**config.mk**
```make
export PLATFORM = sky130hd
export DESIGN_NAME = thermistor_temperature_gradient_core
export DESIGN_NICKNAME = d
export VERILOG_FILES = /design/src/rtl/ttg_pkg.sv /design/src/rtl/thermistor_temperature_gradient_core.sv
export SDC_FILE = /design/constraint.sdc
export NUM_CORES = 2
export LEC_CHECK = 0
export BUFFER_PORTS_ARGS = -buffer_cell sky130_fd_sc_hd__buf_2
export CAP_MARGIN = 20
export CORE_MARGIN = 2
export CORE_UTILIZATION = 60
export CTS_BUF_LIST = sky130_fd_sc_hd__clkbuf_8
export DETAILED_ROUTE_END_ITERATION = 8
export PLACE_DENSITY = 0.87
export SYNTH_ARGS = -nofsm -noshare
export SYNTH_HDL_FRONTEND = slang
export SYNTH_SLANG_ARGS = --single-unit
```
**constraint.sdc**
```tcl
create_clock -name clk -period 28.4 [get_ports clk]
set_input_delay 8.52 -clock clk [delete_from_list [all_inputs] [get_ports clk]]
set_output_delay 8.52 -clock clk [all_outputs]
set_load 0.05 [all_outputs]
```
**src/rtl/ttg_pkg.sv**
```systemverilog
// shared constants and codes for the thermistor temperature gradient block
package ttg_pkg;

  // sample width default
  localparam int SampleBitsDefault = 12;

  // status codes
  typedef enum logic [1:0] {
    STAT_OK       = 2'd0,
    STAT_ZERO     = 2'd1,
    STAT_NONPOS   = 2'd2,
    STAT_RESERVED = 2'd3
  } ttg_status_t;

  // register indexes
  localparam logic REG_BIAS     = 1'b0;
  localparam logic REG_INTERVAL = 1'b1;

  // register reset values
  localparam logic signed [14:0] BiasReset     = 15'sd5400;
  localparam logic [5:0]         IntervalReset = 6'd1;

  // arithmetic constants
  localparam logic [13:0] ResOffset  = 14'd10000;
  localparam logic [29:0] Ln2Q30     = 30'd744261118;
  localparam logic [57:0] CoefAShift = 58'd11291480000 << 20;
  localparam logic [31:0] CoefB      = 32'd2341250000;
  localparam logic [31:0] CoefC      = 32'd876741;
  localparam logic [59:0] KelvinNum  = 60'd1024000000000000000;
  localparam logic [20:0] ZeroC100   = 21'd27315;
  localparam logic [30:0] OneQ30     = 31'h4000_0000;
  localparam logic [4:0]  LastTerm   = 5'd23;

endpackage

```
**src/rtl/thermistor_temperature_gradient_core.sv**
```systemverilog
// thermistor to temperature and gradient conversion core
// the run time for a good sample is set by the shared restoring divider
//   (one quotient bit per cycle, 15 divisions), the series loop and the normalize shift
// a zero sample goes straight to the output stage, a non-positive resistance ends after the first division
// throughput: one item at a time, the next taken in the cycle after the current one is in the
//   output register; rst (synchronous) restores bias 5400, interval 1, previous temperature 0
module thermistor_temperature_gradient_core #(
  parameter int SAMPLE_BITS = ttg_pkg::SampleBitsDefault
) (
  input  logic               clk,
  input  logic               rst,
  // sample channel
  input  logic               in_valid,
  output logic               in_ready,
  input  logic [11:0]        adc_sample,
  // result channel
  output logic               out_valid,
  input  logic               out_ready,
  output logic [1:0]         status,
  output logic signed [17:0] temperature,
  output logic signed [17:0] gradient,
  // configuration port
  input  logic               psel,
  input  logic               penable,
  input  logic               pwrite,
  input  logic [2:0]         paddr,
  input  logic [31:0]        pwdata,
  output logic [31:0]        prdata,
  output logic               pready
);
  import ttg_pkg::*;

  typedef enum logic [4:0] {
    S_IDLE, S_DIVR, S_NORM, S_DIVZ, S_MZZ, S_MPSET, S_MP, S_DIVP,
    S_MK, S_ML2, S_ML3, S_MB, S_MC, S_DIVK, S_TGR, S_DIVG, S_FIN
  } state_t;

  state_t state;

  // configuration registers
  logic signed [14:0] bias;
  logic [5:0]         interval;
  logic signed [17:0] prev;

  // divider registers
  logic [63:0] dnum;
  logic [47:0] dden;
  logic [47:0] drem;
  logic [63:0] quo;
  logic [6:0]  dcnt;

  // multiplier operands
  logic [33:0] ma;
  logic [31:0] mb;

  // datapath registers
  logic [30:0]        x;
  logic [4:0]         shcnt;
  logic [4:0]         kk;
  logic [29:0]        z2;
  logic [29:0]        p;
  logic [30:0]        ssum;
  logic [4:0]         n;
  logic [24:0]        lq;
  logic [33:0]        l3;
  logic [57:0]        acc;
  logic signed [20:0] temp;
  logic               neg;
  logic [1:0]         rstat;
  logic [17:0]        rtemp;
  logic [17:0]        rgrad;

  // combinational helpers
  logic [48:0] rem_sh;
  logic        ge;
  logic [65:0] mprod;
  logic [11:0] smp;
  logic [35:0] ln_sum;
  logic [24:0] lq_next;
  logic [29:0] l2_next;
  logic [29:0] p_next;
  logic [63:0] acc_next;
  logic signed [21:0] diff;
  logic [21:0] mag;
  logic [5:0]  iv;
  logic        cfg_wr;

  // shared restoring divider step
  assign rem_sh = {drem, dnum[63]};
  assign ge     = rem_sh >= {1'b0, dden};

  // shared multiplier
  assign mprod = 66'(ma) * 66'(mb);

  assign smp      = 12'(adc_sample[SAMPLE_BITS-1:0]);
  assign ln_sum   = 36'(mprod[35:0]) + 36'({ssum, 1'b0});
  assign lq_next  = 25'((ln_sum + 36'd512) >> 10);
  assign l2_next  = 30'(mprod >> 20);
  assign p_next   = 30'(mprod >> 30);
  assign acc_next = 64'(acc) + mprod[63:0];
  assign diff     = 22'(temp) - 22'(prev);
  assign mag      = diff[21] ? 22'(-diff) : 22'(diff);
  assign iv       = (interval == 6'd0) ? 6'd1 : interval;

  // handshake
  assign in_ready = (state == S_IDLE);
  assign pready   = 1'b1;
  assign cfg_wr   = psel && penable && pwrite;

  // register read back
  always_comb begin
    case (paddr[2])
      REG_BIAS:     prdata = 32'(bias);
      REG_INTERVAL: prdata = 32'(interval);
      default:      prdata = 32'd0;
    endcase
  end

  // sequencer, datapath and output register
  always_ff @(posedge clk) begin
    if (rst) begin
      state     <= S_IDLE;
      out_valid <= 1'b0;
      dcnt      <= 7'd0;
      bias      <= BiasReset;
      interval  <= IntervalReset;
      prev      <= 18'sd0;
    end else begin
      // divider runs while bits remain
      if (dcnt != 7'd0) begin
        drem <= ge ? 48'(rem_sh - {1'b0, dden}) : 48'(rem_sh);
        quo  <= {quo[62:0], ge};
        dnum <= dnum << 1;
        dcnt <= dcnt - 7'd1;
      end

      // result beat taken
      if (out_valid && out_ready && state != S_FIN) begin
        out_valid <= 1'b0;
      end

      case (state)
        S_IDLE: begin
          if (in_valid) begin
            rtemp <= 18'd0;
            rgrad <= 18'd0;
            if (smp == 12'd0) begin
              rstat <= STAT_ZERO;
              state <= S_FIN;
            end else begin
              dnum  <= 64'(ResOffset) << 50;
              dden  <= 48'(smp);
              drem  <= 48'd0;
              quo   <= 64'd0;
              dcnt  <= 7'(SAMPLE_BITS + 14);
              state <= S_DIVR;
            end
          end
        end
        S_DIVR: begin
          if (dcnt == 7'd0) begin
            if (quo <= 64'(ResOffset)) begin
              rstat <= STAT_NONPOS;
              state <= S_FIN;
            end else begin
              x     <= 31'(quo - 64'(ResOffset));
              shcnt <= 5'd0;
              state <= S_NORM;
            end
          end
        end
        S_NORM: begin
          if (x[30]) begin
            kk    <= 5'(5'd30 - shcnt);
            dnum  <= 64'(x[29:0]) << 34;
            dden  <= 48'(x) + 48'(OneQ30);
            drem  <= 48'd0;
            quo   <= 64'd0;
            dcnt  <= 7'd60;
            state <= S_DIVZ;
          end else begin
            x     <= x << 1;
            shcnt <= shcnt + 5'd1;
          end
        end
        S_DIVZ: begin
          if (dcnt == 7'd0) begin
            ma    <= 34'(quo[29:0]);
            mb    <= 32'(quo[29:0]);
            p     <= quo[29:0];
            ssum  <= 31'(quo[29:0]);
            n     <= 5'd3;
            state <= S_MZZ;
          end
        end
        S_MZZ: begin
          z2    <= p_next;
          state <= S_MPSET;
        end
        S_MPSET: begin
          ma    <= 34'(p);
          mb    <= 32'(z2);
          state <= S_MP;
        end
        // next series power, then divide by its odd index
        S_MP: begin
          p     <= p_next;
          dnum  <= 64'(p_next) << 34;
          dden  <= 48'(n);
          drem  <= 48'd0;
          quo   <= 64'd0;
          dcnt  <= 7'd30;
          state <= S_DIVP;
        end
        S_DIVP: begin
          if (dcnt == 7'd0) begin
            ssum <= ssum + 31'(quo[29:0]);
            if (n == LastTerm) begin
              ma    <= 34'(kk);
              mb    <= 32'(Ln2Q30);
              state <= S_MK;
            end else begin
              n     <= n + 5'd2;
              state <= S_MPSET;
            end
          end
        end
        S_MK: begin
          lq    <= lq_next;
          ma    <= 34'(lq_next);
          mb    <= 32'(lq_next);
          state <= S_ML2;
        end
        S_ML2: begin
          ma    <= 34'(l2_next);
          mb    <= 32'(lq);
          state <= S_ML3;
        end
        S_ML3: begin
          l3    <= 34'(mprod >> 20);
          ma    <= 34'(lq);
          mb    <= CoefB;
          state <= S_MB;
        end
        S_MB: begin
          acc   <= CoefAShift + 58'(mprod);
          ma    <= l3;
          mb    <= CoefC;
          state <= S_MC;
        end
        // reciprocal with rounding
        S_MC: begin
          dden  <= 48'(acc_next >> 10);
          dnum  <= 64'(KelvinNum + 60'(acc_next >> 11)) << 4;
          drem  <= 48'd0;
          quo   <= 64'd0;
          dcnt  <= 7'd60;
          state <= S_DIVK;
        end
        S_DIVK: begin
          if (dcnt == 7'd0) begin
            temp  <= $signed(21'(quo[19:0]) - ZeroC100 + 21'(bias));
            state <= S_TGR;
          end
        end
        S_TGR: begin
          neg   <= diff[21];
          dnum  <= 64'(mag[20:0]) << 43;
          dden  <= 48'(iv);
          drem  <= 48'd0;
          quo   <= 64'd0;
          dcnt  <= 7'd21;
          state <= S_DIVG;
        end
        S_DIVG: begin
          if (dcnt == 7'd0) begin
            rgrad <= neg ? 18'(-quo[20:0]) : 18'(quo[20:0]);
            rtemp <= 18'(temp);
            rstat <= STAT_OK;
            state <= S_FIN;
          end
        end
        S_FIN: begin
          if (!out_valid || out_ready) begin
            out_valid   <= 1'b1;
            status      <= rstat;
            temperature <= $signed(rtemp);
            gradient    <= $signed(rgrad);
            if (rstat == STAT_OK) begin
              prev <= $signed(rtemp);
            end
            state <= S_IDLE;
          end
        end
        default: state <= S_IDLE;
      endcase

      // configuration writes
      if (cfg_wr) begin
        case (paddr[2])
          REG_BIAS:     bias <= $signed(pwdata[14:0]);
          REG_INTERVAL: interval <= pwdata[5:0];
          default:      ;
        endcase
      end
    end
  end

endmodule

```
---- Word-level counts from Yosys, hierarchy flattened ----
Cells that the tools add are included.
operators by class
  order comparisons ....................... 2
  equal/unequal tests ..................... 33
  mux-type cells .......................... 80
  bitwise logic cells ..................... 2
  add/sub/neg operators ................... 18
  $mul .................................... 1
  reduce and logical (&&, ||, !) cells .... 41
operators by type and width
  kind                                                                      count
  64-bit two-way mux                                                        8
  48-bit two-way mux                                                        8
  64-bit one-hot mux with 5 select lines                                    1
  48-bit one-hot mux with 5 select lines                                    1
  34-bit one-hot mux with 7 select lines                                    1
  32-bit one-hot mux with 7 select lines                                    1
  64-bit one-hot mux with 3 select lines                                    1
  31-bit two-way mux                                                        5
  48-bit one-hot mux with 3 select lines                                    1
  31-bit one-hot mux with 2 select lines                                    2
  34-bit two-way mux                                                        3
  32-bit two-way mux                                                        3
  5-bit one-hot mux with 17 select lines                                    1
  5-bit two-way mux                                                         16
  18-bit two-way mux                                                        4
  18-bit one-hot mux with 2 select lines                                    2
  58-bit by 64-bit adder with 64-bit output                                 1
  64-bit by 14-bit <= comparator with 1-bit output (second input constant)  1
  34-bit by 32-bit multiplier with 64-bit output                            1
  32-bit one-hot mux with 2 select lines                                    1
  60-bit by 53-bit adder with 60-bit output (first input constant)          1
  30-bit one-hot mux with 2 select lines                                    1
  54-bit by 58-bit adder with 58-bit output (first input constant)          1
  49-bit by 48-bit >= comparator with 1-bit output                          1
  53 further kinds                                                          111
storage, ports and cells
  output and inout bits ................... 73
  bits in registers ....................... 694

---- Depth between registers and ports, before layout ----
  word-level depth ........................ 6
  depth in mapped cells ................... 46
  depth with buffers taken out ............ 42

---- Worst setup path before layout ----
Ideal clock, no wire load.
  path type ............................... input to output
  start ................................... input paddr[2]
  end ..................................... output prdata[15]
  required time ........................... 19.880 ns
  arrival ................................. 10.480 ns
  setup slack ............................. 9.400 ns
  stages on the path ...................... 4
  cell sequence ........................... clkbuf_1 -> clkbuf_1 -> nor2_1 -> buf_4
between the ends
  longest elaborated chain between the ends .. 2
RTL lines
  what                                      line                                         text
  start: declaration                        thermistor_temperature_gradient_core.sv:26   input logic [2:0] paddr,
  1-bit NOT (no line)                       --
  32-bit one-hot mux with 2 select lines *  thermistor_temperature_gradient_core.sv:112  case (paddr[2])
  end: declaration                          thermistor_temperature_gradient_core.sv:28   output logic [31:0] prdata,
Every way passes the cells marked *; elsewhere a longest branch is shown, timed or not.

---- Final worst setup path ----
  start ................................... input paddr[2]
  end ..................................... output prdata[21]
Same word-level chain as after synthesis.

==> reports/results.txt <==
Routability cong.: 0.987
Tightest Pin Transition: 1.09 ns
Reg2Reg Depth: 36
Final setup vio count: 0
Cts bufs inserted: 109
Async set-reset flop share out of synthesis: 0%
Crit Path Class: in2out
RSZ-0062 raised after global routing: false
Routed wire length: 224 mm
Fin. Hold Viols: 0
Fillcell total: 9639
Die width: 362 microns
Core area: 128000 sq um
CTS Hold Bufs: 0
Hold path cells: 0
Syn. warnings: 0
Post-synth top area cell: edfxtp_1
Synth-to-Final Area Change: 6.10%
Core Rows: 131
Area fraction of the dominant cell type after synthesis: 24.9%
Vias in the first global route: 63600
Initial Utilization: 60.4%
H-tree Lvls: 3
Status: complete, but fails checks
Cells after synthesis: 8171
WL per Instance: 22.7 microns
Total number of vias: 61900
Fin Setup TNS: 0 ns
Antenna violations before repair: 6
Sequential share of the synthesized area: 26.3%
Clock buffer depth: 3
Clk_lat worst skew: 0.82 ns
Fin worst setup slack: 10.17 ns
I/O Buffers: 106
IO Count: 127
Share of layout cells above drive strength 1: 6.62%
Most used DFF post-synth: edfxtp_1
Post-CTS Setup Bufs: 0
First-pass GRT wire length: 351 mm
Clock Sinks: 692
Max FO, Critical Path: 21
Final core utilization: 64.1%
ANT nets after route: 0
Die height: 362 microns
Largest net degree at the start of global routing: 91
Worst hold slack: 0.411 ns
Vias per cell: 6.28
EDFF count, synth: 640
CP Capture Type: primary output
DP Wirelength: 170 mm
Synthesized area per cell: 9.43 sq um
Fmax: 54.9 MHz
CTS tree: yes
FF-to-FF setup slack: 15.31 ns
Final nets: 9619
Register bit total from synthesis: 692
Final period util: 64.2%
Number of gates resized after cts: 0
GRT Total Usage: 34.2%
Slew Limit Headroom: 27.2%
Syn nets: 9699
Hold crit path type: reg2reg
RR Endpoint: dnum[56]$_DFFE_PN_
DR iter-0 viols: 7078
Hold Path Sink: gradient[10]$_DFFE_PP_
Tmin final: 18.23 ns
Layout Skew: 0.0691 ns
Mapped cell area: 77000 sq um
Hold Path Origin: rgrad[10]$_SDFFCE_PN0P_
WP data required: 19.88 ns
Violated checks: design-rule violations
Most numerous cell in the Yosys netlist: inv_1
Pre-CTS WS: 10.16 ns
Slew Viols, Final: 0
GR Overflow Total: 0
Distinct cells, synth: 115
Synth area leaders: edfxtp_1 (25%), fa_1 (24%), ha_1 (8.9%), inv_1 (5.7%), nand2_1 (5.5%)
Top cells by instance count after synthesis: inv_1 (1173), nand2_1 (1128), fa_1 (926)
Max-cap violations: 0
Root buffer cell: clkbuf_8
Die Footprint: 131000 sq um
Worst setup SP type: primary input
RR Startpoint: mb[2]$_DFFE_PP_
DR pass1 iterations: 9
Worst Path Arrival: 9.71 ns
Worst-path clk slew: 0.06 ns
Residual DRC count: 11
## flip-flops by register name, summed over array words and instances (netlist names), 6 cells and up
name,flops
p,30
temp,21
acc,58
dcnt,7
quo,64
rgrad,18
z2,30
mb,31
lq,25
x,31
l3,34
ssum,31
ma,34
dnum,64
gradient,18
bias,15
rtemp,18
interval,6
dden,48
temperature,18
drem,48
prev,18
## layout by cell type (no fill, tap or decap), types with 26 or more instances in the layout
cell type,synthesis,final
inv_1,1173,1193
o21ai_0,312,312
a222oi_1,27,27
nand4_1,58,58
o21a_1,34,34
a22oi_1,53,53
buf_2,11,106
buf_4,18,155
nor3_1,84,76
nand2_1,1128,1128
fa_1,926,926
a31oi_1,33,33
and2_1,608,607
o211ai_1,35,35
nor2_1,290,284
dfxtp_1,52,52
and3_1,29,29
ha_1,548,548
a211oi_1,31,30
nor2b_1,35,35
nand3_1,107,107
nand2b_1,41,41
clkbuf_8,0,117
a21o_1,116,116
or3_1,27,26
a21oi_1,481,480
mux2i_1,82,82
xnor2_1,224,222
o21bai_1,45,45
nor4_1,36,28
edfxtp_1,640,640
xor2_1,106,106
## layer usage
| metal | track usage, % | wire length, microns | up-vias |
|---|---|---|---|
| li1 | - | - | 26800 |
| met1 | 43.6 | 81700 | 30300 |
| met2 | 55.6 | 103000 | 3869 |
| met3 | 6.27 | 24600 | 877 |
| met4 | 18.6 | 14800 | 4 |
| met5 | 0 | 23 | - |
## final cells by class
class	count	area, sq um	share of cell area, %
Antenna cell	5	12.5	0.0153
Tap cell	1662	2080	2.54
Sequential cell	692	20300	24.8
Inverter	1174	4410	5.40
Clock buffer	117	1610	1.97
Timing Repair Buffer	264	1780	2.17
Multi-Input combinational cell	5850	50700	62.1
Clock inverter	91	838	1.03
## critical path, stage by stage
cell    delay [ns]
buf_2         0.22
nor2_1        0.57
buf_2         0.39
## per-stage QoR
step | cells | area, sq um
finish | 9855 | 81700
global route | 9852 | 81700
CTS | 9847 | 81600
detailed placement | 9639 | 79200
global placement | 9639 | 79200
floorplan | 8171 | 77000
## worst max-delay path by stage
stage | start | depth (start not counted) | end
after floorplan | paddr[2] | 4 | prdata[15]
after global placement | paddr[2] | 3 | prdata[27]
after detailed placement | paddr[2] | 3 | prdata[21]
after CTS | paddr[2] | 3 | prdata[21]
after global routing | paddr[2] | 3 | prdata[31]
final | paddr[2] | 3 | prdata[21]
## cells by family after synthesis
logic type                 synth area share, %
adders and majority gates                 33.0
DFF                                       26.3
AOI/OAI and AO/OA                         11.8
and+or+nand+nor                           15.9
xor gates and xnor gates                  3.84
muxes                                     1.12
buffers and inverters                     8.06
other                                  0.00487
Power is left out: the tool's default activity adds up to more than one toggle a clock period on the data nets, which glitch-free logic cannot reach.
